### src/rtl/stt_pkg.sv
`default_nettype none

package stt_pkg;

	// sizing
	localparam int MAX_TOKEN_LEN = 255;
	localparam int POS_W = 16;
	localparam int LEN_W = $clog2(MAX_TOKEN_LEN + 1);
	localparam logic [POS_W-1:0] POS_MAX = {POS_W{1'b1}};

	// result queue sizing
	localparam int Q_DEPTH = 4;
	localparam int Q_PTR_W = $clog2(Q_DEPTH);
	localparam int Q_CNT_W = $clog2(Q_DEPTH + 1);

	typedef enum logic [3:0] {
		TK_NUMBER    = 4'd0,
		TK_IDENT     = 4'd1,
		TK_LET       = 4'd2,
		TK_PRINT     = 4'd3,
		TK_PLUS      = 4'd4,
		TK_MINUS     = 4'd5,
		TK_ASSIGN    = 4'd6,
		TK_SEMICOLON = 4'd7,
		TK_LPAREN    = 4'd8,
		TK_RPAREN    = 4'd9,
		TK_INVALID   = 4'd10
	} token_kind_t;

	typedef enum logic [1:0] {
		RUN_NONE = 2'd0,
		RUN_NUM  = 2'd1,
		RUN_ID   = 2'd2
	} run_class_t;

	typedef struct packed {
		token_kind_t token_kind;
		logic [15:0] first_line;
		logic [15:0] first_column;
		logic [7:0]  token_length;
		logic        last_of_run;
	} token_t;

	// tokens produced by one accepted beat, slot a first
	typedef struct packed {
		logic [1:0] count;
		token_t     tok_a;
		token_t     tok_b;
	} push_t;

	function automatic logic [15:0] clamp_pos(input logic [POS_W-1:0] v);
		logic [32:0] w;
		w = 33'(v);
		if (w > 33'h0_0000_FFFF) return 16'hFFFF;
		return w[15:0];
	endfunction

	function automatic logic [7:0] clamp_len(input logic [LEN_W-1:0] v);
		logic [32:0] w;
		w = 33'(v);
		if (w > 33'h0_0000_00FF) return 8'hFF;
		return w[7:0];
	endfunction

endpackage

`default_nettype wire

### src/rtl/stt_in_if.sv
`default_nettype none

interface stt_in_if;
	logic       valid;
	logic       ready;
	logic [7:0] char_byte;
	logic       end_of_input;

	modport source (output valid, output char_byte, output end_of_input, input ready);
	modport sink (input valid, input char_byte, input end_of_input, output ready);
endinterface

`default_nettype wire

### src/rtl/stt_tok_if.sv
`default_nettype none

interface stt_tok_if;
	logic        valid;
	logic        ready;
	logic [3:0]  token_kind;
	logic [15:0] first_line;
	logic [15:0] first_column;
	logic [7:0]  token_length;
	logic        last_of_run;

	modport source (output valid, output token_kind, output first_line, output first_column,
		output token_length, output last_of_run, input ready);
	modport sink (input valid, input token_kind, input first_line, input first_column,
		input token_length, input last_of_run, output ready);
endinterface

`default_nettype wire

### src/rtl/source_text_tokenizer_top.sv
// source text tokenizer
// in_ch carries one source byte per beat (char_byte), or an end marker
// (end_of_input set) that flushes a pending number or word run.
// out_ch carries token beats: kind, start line and column, length, and
// last_of_run, set on the final token that one input beat produced.
// a byte gives zero, one or two tokens; a byte that closes a run and is
// itself a symbol gives the run token first, then its own.
// a token is written into the result queue when the beat that closes
// it is accepted, and is offered on out_ch once it reaches the head.
// throughput: one input beat per cycle while the receiver keeps up; the
// lexer state updates once per accepted byte. a beat that gives two tokens
// hands them out one at a time, drained through a four-entry result queue.
// in_ch.ready drops while the queue holds more than two tokens, so a
// stalled receiver holds off input without losing or repeating tokens.
// reset: position 1:1, no pending run, result queue empty.
`default_nettype none

module source_text_tokenizer_top (
	input  wire logic clk,
	input  wire logic arst_n,
	stt_in_if.sink    in_ch,
	stt_tok_if.source out_ch
);
	import stt_pkg::*;

	logic  space_ok;
	logic  accept;
	push_t push;

	assign in_ch.ready = space_ok;
	assign accept      = in_ch.valid && space_ok;

	// byte classification and run tracking
	stt_lexer_core u_core (
		.clk          (clk),
		.arst_n       (arst_n),
		.accept       (accept),
		.char_byte    (in_ch.char_byte),
		.end_of_input (in_ch.end_of_input),
		.push         (push)
	);

	// result queue
	stt_out_queue u_queue (
		.clk      (clk),
		.arst_n   (arst_n),
		.push     (push),
		.space_ok (space_ok),
		.out_ch   (out_ch)
	);

endmodule

`default_nettype wire

### src/rtl/stt_lexer_core.sv
`default_nettype none

module stt_lexer_core (
	input  wire logic           clk,
	input  wire logic           arst_n,
	input  wire logic           accept,
	input  wire logic [7:0]     char_byte,
	input  wire logic           end_of_input,
	output stt_pkg::push_t      push
);
	import stt_pkg::*;

	logic [POS_W-1:0] cur_line_q, cur_column_q;
	run_class_t       pend_class_q;
	logic [POS_W-1:0] pend_line_q, pend_column_q;
	logic [LEN_W-1:0] pend_len_q;
	logic             let_q, print_q;

	logic [POS_W-1:0] cur_line_d, cur_column_d;
	run_class_t       pend_class_d;
	logic [POS_W-1:0] pend_line_d, pend_column_d;
	logic [LEN_W-1:0] pend_len_d;
	logic             let_d, print_d;

	logic        is_digit, is_alpha, is_space;
	run_class_t  byte_class;
	token_kind_t run_kind, punct_kind;
	logic        have_run, have_punct;
	token_t      run_tok, punct_tok;

	function automatic logic [7:0] let_char(input logic [LEN_W-1:0] i);
		if (32'(i) == 0) return "l";
		if (32'(i) == 1) return "e";
		return "t";
	endfunction

	function automatic logic [7:0] print_char(input logic [LEN_W-1:0] i);
		if (32'(i) == 0) return "p";
		if (32'(i) == 1) return "r";
		if (32'(i) == 2) return "i";
		if (32'(i) == 3) return "n";
		return "t";
	endfunction

	// byte classes
	always_comb begin
		is_digit = (char_byte >= "0") && (char_byte <= "9");
		is_alpha = ((char_byte >= "A") && (char_byte <= "Z")) ||
			((char_byte >= "a") && (char_byte <= "z"));
		is_space = (char_byte == " ") || ((char_byte >= 8'd9) && (char_byte <= 8'd13));
		byte_class = is_digit ? RUN_NUM : RUN_ID;
		unique case (char_byte)
			"+":     punct_kind = TK_PLUS;
			"-":     punct_kind = TK_MINUS;
			"=":     punct_kind = TK_ASSIGN;
			";":     punct_kind = TK_SEMICOLON;
			"(":     punct_kind = TK_LPAREN;
			")":     punct_kind = TK_RPAREN;
			default: punct_kind = TK_INVALID;
		endcase
	end

	// kind of the pending run when it closes
	always_comb begin
		if (pend_class_q == RUN_NUM) begin
			run_kind = TK_NUMBER;
		end else if (let_q && (32'(pend_len_q) == 3)) begin
			run_kind = TK_LET;
		end else if (print_q && (32'(pend_len_q) == 5)) begin
			run_kind = TK_PRINT;
		end else begin
			run_kind = TK_IDENT;
		end
	end

	// next state and tokens for this beat
	always_comb begin
		cur_line_d    = cur_line_q;
		cur_column_d  = cur_column_q;
		pend_class_d  = pend_class_q;
		pend_line_d   = pend_line_q;
		pend_column_d = pend_column_q;
		pend_len_d    = pend_len_q;
		let_d         = let_q;
		print_d       = print_q;
		have_run      = 1'b0;
		have_punct    = 1'b0;

		if (end_of_input) begin
			have_run = (pend_class_q != RUN_NONE);
		end else begin
			// position of the next byte
			if (char_byte == 8'h0A) begin
				if (cur_line_q < POS_MAX) cur_line_d = cur_line_q + 1'b1;
				cur_column_d = {{(POS_W-1){1'b0}}, 1'b1};
			end else if (cur_column_q < POS_MAX) begin
				cur_column_d = cur_column_q + 1'b1;
			end

			if (is_digit || is_alpha) begin
				if (pend_class_q != byte_class) begin
					have_run      = (pend_class_q != RUN_NONE);
					pend_class_d  = byte_class;
					pend_line_d   = cur_line_q;
					pend_column_d = cur_column_q;
					pend_len_d    = {{(LEN_W-1){1'b0}}, 1'b1};
					let_d         = (byte_class == RUN_ID) && (char_byte == "l");
					print_d       = (byte_class == RUN_ID) && (char_byte == "p");
				end else begin
					let_d   = let_q && (32'(pend_len_q) < 3) && (let_char(pend_len_q) == char_byte);
					print_d = print_q && (32'(pend_len_q) < 5) &&
						(print_char(pend_len_q) == char_byte);
					if (32'(pend_len_q) < MAX_TOKEN_LEN) pend_len_d = pend_len_q + 1'b1;
				end
			end else begin
				have_run   = (pend_class_q != RUN_NONE);
				have_punct = !is_space;
			end
		end

		// a closed run leaves no pending state behind
		if (have_run && !(is_digit || is_alpha) || have_run && end_of_input) begin
			pend_class_d = RUN_NONE;
			let_d        = 1'b0;
			print_d      = 1'b0;
		end

		run_tok.token_kind   = run_kind;
		run_tok.first_line   = clamp_pos(pend_line_q);
		run_tok.first_column = clamp_pos(pend_column_q);
		run_tok.token_length = clamp_len(pend_len_q);
		run_tok.last_of_run  = !have_punct;

		punct_tok.token_kind   = punct_kind;
		punct_tok.first_line   = clamp_pos(cur_line_q);
		punct_tok.first_column = clamp_pos(cur_column_q);
		punct_tok.token_length = 8'd1;
		punct_tok.last_of_run  = 1'b1;

		push.tok_a = have_run ? run_tok : punct_tok;
		push.tok_b = punct_tok;
		push.count = accept ? (2'(have_run) + 2'(have_punct)) : 2'd0;
	end

	// lexer state
	always_ff @(posedge clk or negedge arst_n) begin
		if (!arst_n) begin
			cur_line_q    <= {{(POS_W-1){1'b0}}, 1'b1};
			cur_column_q  <= {{(POS_W-1){1'b0}}, 1'b1};
			pend_class_q  <= RUN_NONE;
			pend_line_q   <= '0;
			pend_column_q <= '0;
			pend_len_q    <= '0;
			let_q         <= 1'b0;
			print_q       <= 1'b0;
		end else if (accept) begin
			cur_line_q    <= cur_line_d;
			cur_column_q  <= cur_column_d;
			pend_class_q  <= pend_class_d;
			pend_line_q   <= pend_line_d;
			pend_column_q <= pend_column_d;
			pend_len_q    <= pend_len_d;
			let_q         <= let_d;
			print_q       <= print_d;
		end
	end

endmodule

`default_nettype wire

### src/rtl/stt_out_queue.sv
`default_nettype none

module stt_out_queue (
	input  wire logic       clk,
	input  wire logic       arst_n,
	input  wire stt_pkg::push_t push,
	output logic            space_ok,
	stt_tok_if.source       out_ch
);
	import stt_pkg::*;

	token_t             entry_q [Q_DEPTH];
	logic [Q_PTR_W-1:0] wr_ptr_q, rd_ptr_q;
	logic [Q_CNT_W-1:0] count_q;
	logic               pop;
	logic [Q_PTR_W-1:0] wr_next;
	token_t             head;

	// room for two tokens regardless of this cycle's pop
	assign space_ok = (32'(count_q) <= Q_DEPTH - 2);
	assign pop      = out_ch.valid && out_ch.ready;
	assign wr_next  = wr_ptr_q + 1'b1;

	// head beat
	assign head                = entry_q[rd_ptr_q];
	assign out_ch.valid        = (count_q != '0);
	assign out_ch.token_kind   = head.token_kind;
	assign out_ch.first_line   = head.first_line;
	assign out_ch.first_column = head.first_column;
	assign out_ch.token_length = head.token_length;
	assign out_ch.last_of_run  = head.last_of_run;

	// token storage
	always_ff @(posedge clk) begin
		if (push.count != 2'd0) entry_q[wr_ptr_q] <= push.tok_a;
		if (push.count == 2'd2) entry_q[wr_next] <= push.tok_b;
	end

	// pointers and fill count
	always_ff @(posedge clk or negedge arst_n) begin
		if (!arst_n) begin
			wr_ptr_q <= '0;
			rd_ptr_q <= '0;
			count_q  <= '0;
		end else begin
			wr_ptr_q <= wr_ptr_q + Q_PTR_W'(push.count);
			if (pop) rd_ptr_q <= rd_ptr_q + 1'b1;
			count_q <= count_q + Q_CNT_W'(push.count) - Q_CNT_W'(pop);
		end
	end

endmodule

`default_nettype wire
### src/flat_wrapper.sv
// flat-port wrapper written by rule: the top's interface ports become plain ports
module source_text_tokenizer_top_flat import stt_pkg::*;
  (clk, arst_n, in_ch_valid, in_ch_char_byte, in_ch_end_of_input, in_ch_ready, out_ch_valid, out_ch_token_kind, out_ch_first_line, out_ch_first_column, out_ch_token_length, out_ch_last_of_run, out_ch_ready);
  stt_in_if in_ch_i ();
  stt_tok_if out_ch_i ();
  input  wire logic clk;
  input  wire logic arst_n;
  input wire logic [$bits(in_ch_i.valid)-1:0] in_ch_valid;
  input wire logic [$bits(in_ch_i.char_byte)-1:0] in_ch_char_byte;
  input wire logic [$bits(in_ch_i.end_of_input)-1:0] in_ch_end_of_input;
  output wire logic [$bits(in_ch_i.ready)-1:0] in_ch_ready;
  output wire logic [$bits(out_ch_i.valid)-1:0] out_ch_valid;
  output wire logic [$bits(out_ch_i.token_kind)-1:0] out_ch_token_kind;
  output wire logic [$bits(out_ch_i.first_line)-1:0] out_ch_first_line;
  output wire logic [$bits(out_ch_i.first_column)-1:0] out_ch_first_column;
  output wire logic [$bits(out_ch_i.token_length)-1:0] out_ch_token_length;
  output wire logic [$bits(out_ch_i.last_of_run)-1:0] out_ch_last_of_run;
  input wire logic [$bits(out_ch_i.ready)-1:0] out_ch_ready;
  assign in_ch_i.valid = in_ch_valid;
  assign in_ch_i.char_byte = in_ch_char_byte;
  assign in_ch_i.end_of_input = in_ch_end_of_input;
  assign in_ch_ready = in_ch_i.ready;
  assign out_ch_valid = out_ch_i.valid;
  assign out_ch_token_kind = out_ch_i.token_kind;
  assign out_ch_first_line = out_ch_i.first_line;
  assign out_ch_first_column = out_ch_i.first_column;
  assign out_ch_token_length = out_ch_i.token_length;
  assign out_ch_last_of_run = out_ch_i.last_of_run;
  assign out_ch_i.ready = out_ch_ready;
  source_text_tokenizer_top u_core (.clk(clk), .arst_n(arst_n), .in_ch(in_ch_i), .out_ch(out_ch_i));
endmodule
### config.mk
export PLATFORM = sky130hd
export DESIGN_NAME = source_text_tokenizer_top_flat
export DESIGN_NICKNAME = d
export VERILOG_FILES = /design/src/rtl/stt_pkg.sv /design/src/rtl/stt_in_if.sv /design/src/rtl/stt_tok_if.sv /design/src/rtl/source_text_tokenizer_top.sv /design/src/rtl/stt_lexer_core.sv /design/src/rtl/stt_out_queue.sv /design/src/flat_wrapper.sv
export SDC_FILE = /design/constraint.sdc
export NUM_CORES = 1
export LEC_CHECK = 0
export ABC_AREA = 1
export BUFFER_PORTS_ARGS = -buffer_cell sky130_fd_sc_hd__buf_2
export CAP_MARGIN = 20
export CORE_ASPECT_RATIO = 0.8
export CORE_MARGIN = 4
export CORE_UTILIZATION = 40
export DETAILED_ROUTE_END_ITERATION = 6
export GPL_ROUTABILITY_DRIVEN = 0
export PLACE_DENSITY = 0.61
export REMOVE_ABC_BUFFERS = 1
export SETUP_SLACK_MARGIN = 0.3
export SYNTH_ARGS = -nofsm -noshare
export SYNTH_HDL_FRONTEND = slang
export SYNTH_SLANG_ARGS = --single-unit
### constraint.sdc
create_clock -name clk -period 4.3 [get_ports clk]
set_input_delay 0.43 -clock clk [delete_from_list [all_inputs] [get_ports clk]]
set_output_delay 0.43 -clock clk [all_outputs]
set_load 0.01 [all_outputs]
; ---- After elaboration in Yosys (flattened, before gate mapping)
; Memory sizes are Yosys's and may differ from the RTL's.
; Index checks and enable logic that the tools add are counted.
[totals]
register_bits = 83
ram_bits = 180
in_bits = 13
out_inout_bits = 47
elab_cells = 166
n_memories = 1
[op_classes]
n_addsub = 9
n_lt_le_gt_ge = 14
eq_ne = 21
n_mux = 72
bitwise = 1
reduce_logical = 37
[mem_list]
columns = memory, depth, width, read_ports, rd_ports_with_merged_regs, wr, line
row1 = u_core.u_queue.entry_q, 4, 45, 1, 0, 2, stt_out_queue.sv:12  ; token_t entry_q [Q_DEPTH];
[op_table]
columns = op, count
row1 = $mux W8, 20
row2 = $eq A8 B6 Y1 const B, 7
row3 = $mux W45, 1
row4 = $mux W1, 39
row5 = $add A16 B1 Y16 const B, 2
row6 = $lt A16 B16 Y1 const B, 2
row7 = $mux W16, 2
row8 = $pmux W4 S6, 1
row9 = $mux W2, 9
row10 = $eq A8 B2 Y1 const B, 2
row11 = $eq A8 B7 Y1 const B, 2
row12 = $eq A8 B8 Y1, 2
row13 = $ge A8 B7 Y1 const B, 2
row14 = $le A8 B7 Y1 const B, 2
row15 = $logic_and A1 B1 Y1, 16
row16 = $reduce_and A4 Y1, 4
row17 = $reduce_bool A2 Y1, 6
row18 = $add A8 B1 Y8 const B, 1
row19 = $eq A8 B1 Y1 const B, 1
row20 = $eq A8 B3 Y1 const B, 1
row21 = $eq A8 B4 Y1 const B, 1
row22 = $ge A8 B4 Y1 const B, 1
row23 = $ge A8 B6 Y1 const B, 1
row24 = $le A8 B4 Y1 const B, 1
row25 = 20 further kinds, 28

; ---- Depth between registers and ports, before layout
[logic_depth]
depth_word = 35
mapped_depth = 22
mapped_depth_nobuf = 20

; ---- Hierarchy
; A second synthesis with hierarchy kept.
[hier_totals]
cells_unflattened = 1893
hier_area_um2 = 15056.9
[by_module_without_submodules]
columns = module, instances, cells_each, area_each_um2, seq_area_each_um2
row1 = stt_out_queue, 1, 1229, 10055.9, 5580.4
row2 = stt_lexer_core, 1, 662, 4993.5, 1904.3
row3 = source_text_tokenizer_top, 1, 2, 7.5, 0.0

; ---- Least setup slack after synthesis
; OpenSTA, ideal clock, no wires.
[synth_timing]
path_kind = in2reg
startpoint = input port in_ch_char_byte[3]
endpoint = memory u_core.u_queue.entry_q[0][10] in the netlist's numbering (enable)
setup_time_ps = 393
arrival_time_ps = 3207
t_required_ps = 3907
path_slack_ps = 700
stages = 18
n_path_buf = 3
cell_sequence = buf_4 o21ai_2 nand3_2 o21ai_2 nand3_4 nand2_2 buf_6 buf_6 inv_1 ha_1 inv_1 nor2_1 inv_1 nand2_1 nand2_1 inv_2 nor2_2 inv_1
[synth_rtl]
columns = element, line
row1 = "start, declared", flat_wrapper.sv:9  ; input wire logic [$bits(in_ch_i.char_byte)-1:0] in_ch_char_byte;
row2 = "end, declared", stt_out_queue.sv:12

==> summary.md <==
| Metric | Value |
|---|---|
| Run status | `completed` |
| Syn Inst Count | `1589` |
| Leakage power | `6.03 nW` |
| Top FF cell, synth | `edfxtp_1` |
| Synthesized area per cell | `8.58 um2` |
| M1 GR Usage | `31.1%` |
| CTS tree | `yes` |
| Drt wl/cell | `19.1 um` |
| Vert. Die Dim | `173 um` |
| DP HPWL | `24300 um` |
| Final worst-path cycle share | `80.6%` |
| Post-Layout Cell Count | `2080` |
| RSZ-0062 raised after global routing | `no` |
| GRT overflow | `0` |
| Worst Skew | `0.0157 ns` |
| Initial antenna violation count | `0` |
| Antenna viol nets, final | `0` |
| Pre-CTS setup slack | `0.434 ns` |
| Later-pin clock latency in the skew report | `0.55 ns` |
| Port-buffer cells | `59` |
| Synth cell types | `48` |
| Max Cap Viol | `0` |
| Grt peak-use layer | `met2` |
| First-pass GRT wire length | `63200 um` |
| Via count | `11800` |
| Final net count | `1650` |
| Final setup fails | `0` |
| Hold Path Class | `in2reg` |
| Antenna cell count | `0` |
| Number of fill cells | `3259` |
| CP peak stage delay | `0.63 ns` |
| VDD IR max | `0.000286 V` |
| Crit-path leading delay family | `buffers and inverters` |
| Final wirelength | `39800 um` |
| Number of flops mapped to enable cells by yosys | `144` |
| Post-CTS Resized | `0` |
| Placed insts | `2027` |
| Final hold viol count | `0` |
| Synth Warn # | `0` |
| CTS Sinks | `263` |
| Pwr dens | `669 nW/um2` |
| # IOs | `60` |
| Initial core utilization | `40.6%` |
| Layout cells sized above 1 | `12.1%` |
| Worst slew pin tran | `1.02 ns` |
| Cts bufs inserted | `28` |
| Chip width | `214 um` |
| Max Fclk | `0.289 GHz` |
| Worst EP arrival | `3.74 ns` |
| Largest net degree at the start of global routing | `93` |
| Met2 Track Usage GR | `32.0%` |
| Async SR Flop Fraction | `31.6%` |
| WS Path Type | `reg2reg` |
| Initial DRC count | `1202` |
| Clk pin slew, worst setup/hold paths | `0.06 ns` |
| Bufs and invs on worst path | `9` |
| CTS Root Cell | `clkbuf_16` |
| Slew margin rel. | `32.2%` |
| Fin Setup TNS | `0 ns` |
| Area grow syn2layout | `11.7%` |
| Register area share after synthesis | `52.2%` |
| Largest fanout on the critical path | `25` |
| Vias in the first global route | `11200` |
| Tot GR Track Use | `21.0%` |
| Rows | `60` |
| Die area | `37100 um2` |
| Critical Path End Type | `flop` |
| Critical path, cell by cell | `nor2_1, inv_2, nor2_1, inv_2, nand2_2, inv_1, ha_1, inv_1, nor2_1, inv_1, nand2_1, nand2_1, inv_2, nor2_2, buf_4, clkinv_1, buf_12` |
| GR Layer Usage met3 | `3.64%` |
| Clock Tree Buf Depth | `3` |
| Slowest stage cell on the critical path | `clkinv_1` |
| Vias per Instance | `5.67` |
| Post-Syn Area | `13600 um2` |
| First-pass DRT Iterations | `6` |
| Area of the core | `33600 um2` |
| Worst Slack Setup Final | `0.834 ns` |
| Req. time, crit path | `4.58 ns` |
| H-tree levels | `1` |
| CP startpoint kind | `flop` |
| Synthesis-stage register bit count | `263` |
| DRC | `0` |
| Slew Viols, Final | `0` |
| Fin crit period | `3.47 ns` |
-- per-stage QoR --
| step | area (um2) | utilization (%) | hold WS, ns | power, mW |
|---|---|---|---|---|
| 2_1_floorplan | 13200 | - | 0.134 | 6.25 |
| 3_3_place_gp | 14300 | 42.5 | 0.431 | 7.77 |
| 3_5_place_dp | 14300 | 42.5 | 0.434 | 7.85 |
| 4_1_cts | 15200 | 45.3 | 0.362 | 10.2 |
| 5_1_grt | 15200 | 45.3 | 0.392 | 10.9 |
| 6_report | 15200 | 45.3 | 0.385 | 10.2 |
-- synth_stat cells, types with 3 or more instances --
library cell | n | area (um2)
nor2_2 | 13 | 81.3
inv_2 | 17 | 63.8
o21ai_2 | 7 | 61.3
nand2_1 | 249 | 935
nand2_2 | 6 | 37.5
buf_4 | 4 | 30.0
dfrtp_1 | 81 | 2030
xnor2_1 | 3 | 26.3
nand3_1 | 206 | 1030
o22ai_1 | 45 | 282
xor2_1 | 33 | 289
nand4_1 | 15 | 93.8
clkbuf_2 | 3 | 15.0
inv_1 | 116 | 435
buf_2 | 28 | 140
dfxtp_1 | 36 | 721
nand2_4 | 10 | 113
clkbuf_1 | 41 | 154
ha_1 | 12 | 150
nor3_1 | 16 | 80.1
nor4_1 | 6 | 37.5
buf_1 | 3 | 11.3
o21ai_0 | 277 | 1390
o31ai_1 | 4 | 30.0
o21ai_1 | 23 | 115
a21oi_1 | 13 | 65.1
nor2_4 | 7 | 78.8
edfxtp_1 | 144 | 4320
nor2_1 | 148 | 556
-- per-layer routing --
layer	up-vias	wire length [um]
met4	0	953
met2	568	17300
met1	5599	17900
li1	5559	-
met5	-	0
met3	77	3630
-- worst min-delay path, stage by stage --
cell,delay [ns]
buf_2,0.10
nor2_1,0.07
nand3_1,0.09
o21ai_0,0.07
nand3_1,0.08
nand2_1,0.04
-- logic make-up after synthesis --
kind of cell / count (synthesis) / synth area share, %
AND/OR/NAND/NOR: 682 / 22.8
AO/OA/AOI/OAI: 378 / 14.8
flip-flops: 263 / 52.2
buffers and inverters: 217 / 6.60
XOR/XNOR: 36 / 2.31
adder cells (fa/ha/maj): 13 / 1.25
-- power breakdown --
group / total [mW] / switching [mW] / internal (mW)
logic: 4.14 / 2.94 / 1.21
clock network: 2.38 / 0.985 / 1.39
registers: 3.67 / 0.313 / 3.36
-- cell usage in the layout, fill, tap and decap left out, types with 3 or more instances in the layout --
cell         n
inv_1      112
nor3_1      16
o22ai_1     45
nand3_1    206
xnor2_1      3
buf_4       27
clkbuf_16   29
nor2_1     148
nor2_4       7
o31ai_1      4
a21oi_1     13
clkbuf_1     5
nor4_1       6
dfxtp_1     36
inv_2       17
nand2_1    249
clkbuf_8     9
clkinv_1    10
buf_2       58
o21ai_0    277
edfxtp_1   144
dfrtp_1     80
xor2_1      33
o21ai_2      7
o21ai_1     23
nand2_2      6
nand4_1     15
nand2_4     10
nor2_2      13
ha_1        12
-- worst paths after layout --
path,from,to,slack (ns),depth (start not counted)
setup / recovery,u_core.u_core.pend_class_q[1],u_core.u_queue.entry_q[1][24],0.83,17
hold reg to reg,u_core.u_queue.entry_q[1][7],u_core.u_queue.entry_q[1][7],0.45,2
max in group asynchronous,arst_n,u_core.u_core.cur_line_q[0],2.82,3
hold / removal,in_ch_char_byte[7],u_core.u_core.let_q,0.39,6
min in group asynchronous,arst_n,u_core.u_core.pend_len_q[1],0.51,2
setup reg to reg,u_core.u_core.pend_class_q[1],u_core.u_queue.entry_q[1][24],0.83,17
-- final cells by class --
cell class / count / area, um2 / share of cell area [%]
Clock buffer: 44 / 876 / 5.75
Multi-Input combinational cell: 1109 / 5620 / 36.9
Tap cell: 434 / 543 / 3.57
Sequential cell: 263 / 7130 / 46.8
Clock inverter: 8 / 41.3 / 0.271
Inverter: 135 / 507 / 3.33
Timing Repair Buffer: 87 / 523 / 3.43
-- flip-flops by register name, indices dropped and copies added (netlist names) --
signal	cells
u_core.u_queue.wr_ptr_q	2
u_core.u_queue.rd_ptr_q	2
u_core.u_core.cur_line_q	16
u_core.u_queue.entry_q	180
u_core.u_core.pend_column_q	16
u_core.u_core.let_q	1
u_core.u_core.pend_line_q	16
u_core.u_core.pend_class_q	2
u_core.u_core.print_q	1
u_core.u_queue.count_q	3
u_core.u_core.pend_len_q	8
u_core.u_core.cur_column_q	16
-- repair_timing --
| item | in CTS | in global routing |
|---|---|---|
| hold buffers | 1 | 0 |
| setup buffers | 0 | 0 |
| hold endpoints to repair | 29 | 0 |
No activity file was read; power rests on OpenSTA's default activity.
